### src/hw/rtl/sacl_ram.sv
// Generic single-write, single-read RAM with registered read data.
module sacl_ram #(
  parameter int WIDTH = 8,
  parameter int DEPTH = 16,
  localparam int AW = (DEPTH > 1) ? $clog2(DEPTH) : 1
) (
  input  logic             clk,
  input  logic             we,
  input  logic [AW-1:0]    waddr,
  input  logic [WIDTH-1:0] wdata,
  input  logic [AW-1:0]    raddr,
  output logic [WIDTH-1:0] rdata
);

  logic [WIDTH-1:0] mem [DEPTH];

  always_ff @(posedge clk) begin
    if (we) begin
      mem[waddr] <= wdata;
    end
    rdata <= mem[raddr];
  end

endmodule

### config.mk
export PLATFORM = sky130hd
export DESIGN_NAME = sacl_ram
export DESIGN_NICKNAME = d
export VERILOG_FILES = /design/src/hw/rtl/sacl_ram.sv
export SDC_FILE = /design/constraint.sdc
export NUM_CORES = 1
export LEC_CHECK = 0
export BUFFER_PORTS_ARGS = -buffer_cell sky130_fd_sc_hd__buf_2
export CORE_MARGIN = 4
export CORE_UTILIZATION = 60
export DETAILED_ROUTE_END_ITERATION = 10
export PLACE_DENSITY = 0.89
export SKIP_CTS_REPAIR_TIMING = 1
export SYNTH_ARGS = -nofsm -noshare
export SYNTH_HDL_FRONTEND = slang
export SYNTH_SLANG_ARGS = --single-unit
### constraint.sdc
create_clock -name clk -period 2.1 [get_ports clk]
set_clock_uncertainty 0.15 [all_clocks]
set_input_delay 0.105 -clock clk [delete_from_list [all_inputs] [get_ports clk]]
set_output_delay 0.105 -clock clk [all_outputs]
set_load 0.01 [all_outputs]
* Word-level counts from Yosys, hierarchy flattened
Memory sizes are Yosys's and may differ from the RTL's. A register that Yosys moved wholly into a read port is not among the register bits. Index checks and enable logic that the tools add are counted.
Word-level totals: flip-flop bits (word level) 0, RAM bits 128, input port bits 18, output and inout bits 8, logic and storage cells 3, memories kept 1
Memories:
- mem | words 16, bits a word 8, read ports 1, clocked after memory_dff 1, write ports 1, RTL line 15 | logic [WIDTH-1:0] mem [DEPTH];
Operators by class: multiplexer cells 2
Operators by type and width (count):
- $mux W1 | 2

* Logic depth before layout (Yosys ltp)
Gate-level depths: netlist of the first run.
word-level depth 2, gate-level depth with buffers 5, gate-level depth less buffers 3

* Worst setup path after synthesis of the first run
OpenSTA, ideal clock, no wires.
path type input to register, start point input waddr[2], end point memory mem[0][0], enable pin, setup time 0.383 ns, arrival time 1.215 ns, required time 1.567 ns, setup slack 0.352 ns, cell stages on the path 2, buffers on the path 0, path through or3b_2 nor3_1
RTL lines:
- from (decl) | RTL line 9 | input logic [AW-1:0] waddr,
- to (decl) | RTL line 15
Straight into the memory's write port.

==> impl_metrics.ini, run 1 <==
[outcome]
outcome = finished, violations left
violations = hold timing

[logic_synthesis]
synthesis.instances = 229
yosys_register_bits = 136
syn_avg_cell_area_um2 = 22.5
synth.lib_cells_used.distinct = 19
net_count_synth = 247
synthesis.yosys.warnings = 0
synth_top_area_share_pct = 74.7
synth_top_area_cell = sky130_fd_sc_hd__edfxtp_1
synth.cell_area_um2 = 5150
ys_seq_area_share_pct = 77.8
synth.area.top_cells = sky130_fd_sc_hd__edfxtp_1 75%, sky130_fd_sc_hd__mux4_2 7.9%, sky130_fd_sc_hd__mux4_1 7.1%, sky130_fd_sc_hd__dfxtp_1 3.1%, sky130_fd_sc_hd__a22oi_1 2.3%

[clock_tree]
ctsLongestPathBuffers = 2
worst_setup_hold_path_clk_slew_ns = 0.06
numClockSinks = 136
numCtsBuffers = 17
tritoncts = done
clk-insertion-delay-late_ns = 0.52
clock-root-buffer = sky130_fd_sc_hd__clkbuf_8
htree_num_levels = 4

[routing]
drt_first_iter_violations = 299
drc = 0
routed_via_density = 6.45
route.final.wire_length_um = 11600
antenna_violating_nets_post_route = 0
num_vias = 2638
wl_per_cell_um = 28.4
drt-pass1-iter-count = 4

[sta]
holdWs_ns = -0.0147
relSlewSlack_pct = 68.5
setup_viol = 0
grt_setup_unrepaired = false
timing_max_transition_violations_final = 0
min_period_ns = 1.53
final_hold_violating_endpoints = 10
finalSetupTns_ns = 0
timing.fmax_ghz = 0.653
final_min_period_over_clock_period_pct = 73.0
max_slew.worst_pin.slew_ns = 0.470

[power_and_ir_drop]
power_density_cells_nw_per_um2 = 1030
power.ir.vdd_worst_mv = 0.583
power.share.switching_pct = 20.0
combinationalPowerShare_pct = 4.8
sequential_cell_fraction_of_total_power_pct = 48.1
switching_power_mw = 1.27
clockPowerShare_pct = 47.1
total_power_mw = 6.36
leakagePower_nw = 2.12
p_int_mw = 5.09

[grt]
grt_usage_pct = 25.1
grt_pass1_wl_um = 17100
antenna_found_initial = 0
largest_net_degree_at_the_start_of_global_routing = 33
globalRoute.totalOverflow = 0
vias_in_the_first_global_route = 2676

[die]
die_height_um = 101
floorplan.core_area_um2 = 8300
die-area_um2 = 10100
num_rows = 33
start_util_pct = 62.0
ios = 26
die_w_um = 101

[placed_design]
placement.io_buffers = 25
finalWeightedCongestion = 0.816
dpl.hpwl_um = 6600

[cells_and_area]
num-nets-final = 309
layout-drive-gt1-share_pct = 30.6
syn_to_final_growth_pct = 19.9
finalCoreUtilization_pct = 74.4
n_antenna_cell = 0

[flow_run]
maxCapViolCount = 0

[critical_path]
setup.worst_path.start_class = flip-flop
worstPathMaxFanout = 1
worst-setup-path-type = flip-flop to flip-flop
data_arrival_at_the_endpoint_of_the_critical_path_ns = 1.78
endpoint_kind = flip-flop
worst-r2r-cell-count = 3
timing.critical_path.slowest_cell_delay_ns = 0.47
timing.critical_path.required_ns = 2.35
crit_chain = mux4_2 -> a22oi_1 -> nand2_1
critical_path.slowest_cell = sky130_fd_sc_hd__mux4_2

[min_path]
worst_hold_path_type = primary input to flip-flop
worst_hold_path.num_cells = 3
power groups by stage:
stage / combinational, mW / clock [mW] / sequential (mW)
after global placement: 0.275 / 0 / 3.10
after CTS: 0.296 / 3.02 / 3.06
final: 0.306 / 3.00 / 3.06
after detailed placement: 0.289 / 0 / 3.11
after floorplan: 0.154 / 0 / 3.11
after global routing: 0.331 / 3.15 / 3.06
layout by cell type, fill, tap and decap left out, drive strengths merged:
master       count
a22oi           16
and2             1
and2b            1
buf             45
bufinv           4
clkbuf          19
clkinv           4
clkinvlp         4
dfxtp            8
dlygate4sd3      8
edfxtp         128
inv              1
mux4            32
nand2            9
nand2b           2
nand3            1
nand3b           2
nor2            13
nor2b            1
nor3             4
or3b             1
cells by family after synthesis:
family                 Yosys count  synth area share [%]
muxes                           32                  15.0
DFF                            136                  77.8
and+or+nand+nor                 35                  3.18
AOI/OAI and AO/OA               16                  2.33
buffers and inverters           10                  1.68
flip-flops by register name, summed over array words and instances (netlist names):
| name | count |
|---|---|
| rdata | 8 |
| mem | 128 |
final timing paths:
check	startpoint	endpoint	slack [ns]
min reg2reg	mem[12][1]$_DFFE_PP_	rdata[1]$_DFF_P_	0.54
min	waddr[2]	mem[6][5]$_DFFE_PP_	-0.01
max	mem[11][7]$_DFFE_PP_	rdata[7]$_DFF_P_	0.57
max reg2reg	mem[11][7]$_DFFE_PP_	rdata[7]$_DFF_P_	0.57
synthesized netlist by cell type (all sizes together):
master / count
edfxtp: 128
mux4: 32
a22oi: 16
nor2: 13
nand2: 9
dfxtp: 8
buf: 7
nor3: 4
clkdlybuf4s25: 3
nand2b: 2
nand3b: 2
and2: 1
and2b: 1
nand3: 1
nor2b: 1
or3b: 1
stage by stage:
step	hold WS, ns	cell area [um^2]	setup WS [ns]	cells
floorplan	0.0539	5150	0.352	229
global placement	0.320	5490	0.419	369
detailed placement	0.341	5490	0.410	369
CTS	-0.211	6090	0.563	401
global route	0.00990	6170	0.515	409
finish	-0.0147	6170	0.568	409
layer usage:
layer	wire, um	global-route usage (%)	vias up
met5	0	0	-
met3	1010	5.74	29
met2	5840	39.2	147
met4	278	12.2	0
met1	4500	33.9	1361
li1	-	-	1101
cell type report:
cell class | count | area, um^2
repair buffers | 53 | 380
clock buffers | 19 | 422
multi-input cells | 83 | 1060
clock inverters | 13 | 178
well taps | 105 | 131
flip-flops and latches | 136 | 4000
fillers | 423 | 2130
critical path: cells and delay by family (launching register included):
kind | cells | cell delay, ns
muxes | 1 | 0.47
DFF | 1 | 0.37
AOI/OAI and AO/OA | 1 | 0.33
and+or+nand+nor | 1 | 0.09
Power figures use the tool's default switching activity.
==> run 2: changes to the inputs <==
--- a/config.mk
+++ b/config.mk
@@ -5,11 +5,12 @@
 export SDC_FILE = /design/constraint.sdc
 export NUM_CORES = 1
 export LEC_CHECK = 0
+export ABC_AREA = 1
 export BUFFER_PORTS_ARGS = -buffer_cell sky130_fd_sc_hd__buf_2
 export CORE_MARGIN = 4
-export CORE_UTILIZATION = 60
+export CORE_UTILIZATION = 61
 export DETAILED_ROUTE_END_ITERATION = 10
-export PLACE_DENSITY = 0.89
+export PLACE_DENSITY = 0.9
 export SKIP_CTS_REPAIR_TIMING = 1
 export SYNTH_ARGS = -nofsm -noshare
 export SYNTH_HDL_FRONTEND = slang
==> constraint.sdc (replaced) <==
create_clock -name clk -period 1.5 [get_ports clk]
set_clock_uncertainty 0.15 [all_clocks]
set_input_delay 0.075 -clock clk [delete_from_list [all_inputs] [get_ports clk]]
set_output_delay 0.075 -clock clk [all_outputs]
set_load 0.01 [all_outputs]
==> run 2 against run 1 <==
Compared with the run above: the run now ends clean; flip-flop and latch count stayed put; core utilization is 0.94 points lower; global-route usage is 0.60 points higher; final cell count is 83% higher; area after synthesis is 12% higher; count of clock-buffer cells in the layout is 1 lower; hold slack better by 0.033 ns; combinational power is 89% higher; first-iteration DRC count is 110% higher; via count is 60% higher; fmax is 21% higher; critical endpoint unchanged.
==> impl_metrics.ini, run 2 <==
[outcome]
outcome = finished, final reports clean

[cells_and_area]
reg.largest.list = mem: 128 flops, rdata: 8 flops
syn_to_final_growth_pct = 17.7
registers.top_by_ff_count = mem
layout.cells.most_common_list = 173 x sky130_fd_sc_hd__nand2_1, 128 x sky130_fd_sc_hd__edfxtp_1, 100 x sky130_fd_sc_hd__inv_1
postLayoutCellArea_um2 = 6790
largest_register_ffs = 128
finalNonFillerCells = 747
num-nets-final = 623
most_common_library_cell_in_the_layout_ignoring_fill_and_taps = sky130_fd_sc_hd__nand2_1
layout-drive-gt1-share_pct = 13.1
n_antenna_cell = 0

[grt]
top_usage_layer = met2
grt.met3_usage_pct = 6.31
use_met1_pct = 31.8
vias_in_the_first_global_route = 4058
grt_pass1_wl_um = 21300
globalRoute.totalOverflow = 0
antenna_found_initial = 0
largest_net_degree_at_the_start_of_global_routing = 39
grt_usage_pct = 25.7
global_route.usage.met2_pct = 41.8

[clock_tree]
numClockSinks = 136
tritoncts = done
clock-root-buffer = sky130_fd_sc_hd__clkbuf_8
ctsLongestPathBuffers = 2
clk-insertion-delay-late_ns = 0.53
numCtsBuffers = 17
htree_num_levels = 4
worst_setup_hold_path_clk_slew_ns = 0.06

[sta]
timing_max_transition_violations_final = 0
final_hold_violating_endpoints = 0
min_period_ns = 1.27
max_slew.worst_pin.slew_ns = 0.622
timing.fmax_ghz = 0.789
relSlewSlack_pct = 58.5
grt_setup_unrepaired = false
holdWs_ns = 0.0182
final_min_period_over_clock_period_pct = 84.5
setup_viol = 0
worst_slack_ns = 0.233
finalSetupTns_ns = 0

[placed_design]
detailed_place.area_um2 = 6120
dpl.hpwl_um = 7620
dp_slack_ns = 0.144
finalWeightedCongestion = 0.881
placedCellCount = 705
placement.io_buffers = 25

[min_path]
worst_hold_path.num_cells = 6
worst_hold_path_type = primary input to flip-flop

[logic_synthesis]
synth_top_area_cell = sky130_fd_sc_hd__edfxtp_1
synthesis.yosys.warnings = 0
synth.lib_cells_used.distinct = 12
yosys_register_bits = 136
post-synth-top-count-cell = sky130_fd_sc_hd__nand2_1
synth_ff_type = sky130_fd_sc_hd__edfxtp_1
synth_top_area_share_pct = 66.7
ys_seq_area_share_pct = 69.4
synth.cell_area_um2 = 5770
syn_avg_cell_area_um2 = 10.5
number_of_enable_flip_flop_cells_after_synthesis = 128
synth.top_cells.by_count = 173 x sky130_fd_sc_hd__nand2_1, 128 x sky130_fd_sc_hd__edfxtp_1, 100 x sky130_fd_sc_hd__inv_1
synthesis.instances = 551
net_count_synth = 569
synthArstFlopShare_pct = 0
synth.area.top_cells = sky130_fd_sc_hd__edfxtp_1 67%, sky130_fd_sc_hd__nand2_1 11%, sky130_fd_sc_hd__nand3_1 8.4%, sky130_fd_sc_hd__inv_1 6.5%, sky130_fd_sc_hd__dfxtp_1 2.8%

[die]
start_util_pct = 62.4
num_rows = 35
die_height_um = 105
ios = 26
die-area_um2 = 11100
die_w_um = 105
floorplan.core_area_um2 = 9240

[power_and_ir_drop]
sequential_cell_fraction_of_total_power_pct = 48.5
power_density_cells_nw_per_um2 = 1300
switching_power_mw = 2.01
power.ir.vdd_worst_mv = 1.15
power.share.switching_pct = 22.8
p_int_mw = 6.80
leakagePower_nw = 2.96
combinationalPowerShare_pct = 6.5
clockPowerShare_pct = 45.0

[critical_path]
cp-endpoint = rdata[7]$_DFF_P_
timing.rr.end = rdata[7]$_DFF_P_
critical_path_cell_count = 6
timing.critical_path.max_delay_family = simple AND/OR/NAND/NOR gates
worstPathMaxFanout = 1
crit_path_frequent_cell = sky130_fd_sc_hd__nand3_1
data_arrival_at_the_endpoint_of_the_critical_path_ns = 1.54
critical_path.slowest_cell = sky130_fd_sc_hd__edfxtp_1
timing.critical_path.buf_inv = 1
regToRegStartpoint = mem[1][7]$_DFFE_PP_
setup.worst_path.start_class = flip-flop
worst-setup-path-type = flip-flop to flip-flop
timing.critical_path.required_ns = 1.77
timing.critical_path.slowest_cell_delay_ns = 0.37
worst_setup_path_startpoint = mem[1][7]$_DFFE_PP_
crit_chain = inv_1 -> nand2_1 -> nand3_1 -> nand3_1 -> nand3_1 -> nand2_1
endpoint_kind = flip-flop
r2r_slack_ns = 0.23
worst-r2r-cell-count = 6

[routing]
drc = 0
drt-pass1-iter-count = 6
routed_via_density = 5.64
drt_first_iter_violations = 625
antenna_violating_nets_post_route = 0
wl_per_cell_um = 18.3
route.final.wire_length_um = 13700
num_vias = 4216

[flow_run]
maxCapViolCount = 0
[run 2: cell count changes after synthesis, moves of 14 or more]
cell                      previous run  this run
sky130_fd_sc_hd__inv_1               0       100
sky130_fd_sc_hd__nand3_1             1        97
sky130_fd_sc_hd__nand2_1             9       173
sky130_fd_sc_hd__mux4_2             18         0
sky130_fd_sc_hd__a22oi_1            16         0
sky130_fd_sc_hd__mux4_1             14         0
[run 2: metal layers]
metal / vias to the layer above / wire length (um)
met1: 1939 / 4930
met4: 0 / 586
met5: - / 0
met2: 341 / 6740
li1: 1882 / -
met3: 54 / 1450
[run 2: cells by family (layout without fill, tap and decap cells)]
kind of cell           Yosys count  after routing  share of synthesized area (%)
and+or+nand+nor                289            289                           21.0
DFF                            136            136                           69.4
buffers and inverters          126            193                           9.52
[run 2: worst min-delay path by stage]
stage,from,to,slack (ns)
2_1_floorplan,wdata[0],mem[0][0]$_DFFE_PP_,0.02
3_3_place_gp,raddr[3],rdata[2]$_DFF_P_,0.29
3_5_place_dp,raddr[3],rdata[0]$_DFF_P_,0.30
4_1_cts,raddr[3],rdata[0]$_DFF_P_,-0.24
5_1_grt,we,mem[3][1]$_DFFE_PP_,0.05
6_report,raddr[1],rdata[4]$_DFF_P_,0.02
[run 2: area by class of cell]
type	instances	area (um^2)
Sequential cell	136	4000
Fill cell	514	2450
Timing Repair Buffer	59	455
Clock inverter	14	150
Multi-Input combinational cell	289	1210
Clock buffer	18	418
Inverter	102	383
Tap cell	129	161
[run 2: power groups by stage]
stage          clock, mW  combinational, mW  sequential (mW)
3_3_place_gp           0              0.508             4.35
3_5_place_dp           0              0.529             4.35
5_1_grt             4.14              0.626             4.28
6_report            3.96              0.577             4.28
2_1_floorplan          0              0.300             4.36
4_1_cts             3.96              0.546             4.27
[run 2: through the flow]
step	total power, mW	utilization, %
3_5_place_dp	4.88	66.2
6_report	8.82	73.4
5_1_grt	9.05	73.4
3_3_place_gp	4.86	66.2
2_1_floorplan	4.66	-
4_1_cts	8.79	72.3
[run 2: worst register-to-register path, cell delays in order (launching register included)]
cell	delay (ns)
sky130_fd_sc_hd__edfxtp_1	0.37
sky130_fd_sc_hd__inv_1	0.07
sky130_fd_sc_hd__nand2_1	0.06
sky130_fd_sc_hd__nand3_1	0.13
sky130_fd_sc_hd__nand3_1	0.14
sky130_fd_sc_hd__nand3_1	0.17
sky130_fd_sc_hd__nand2_1	0.08
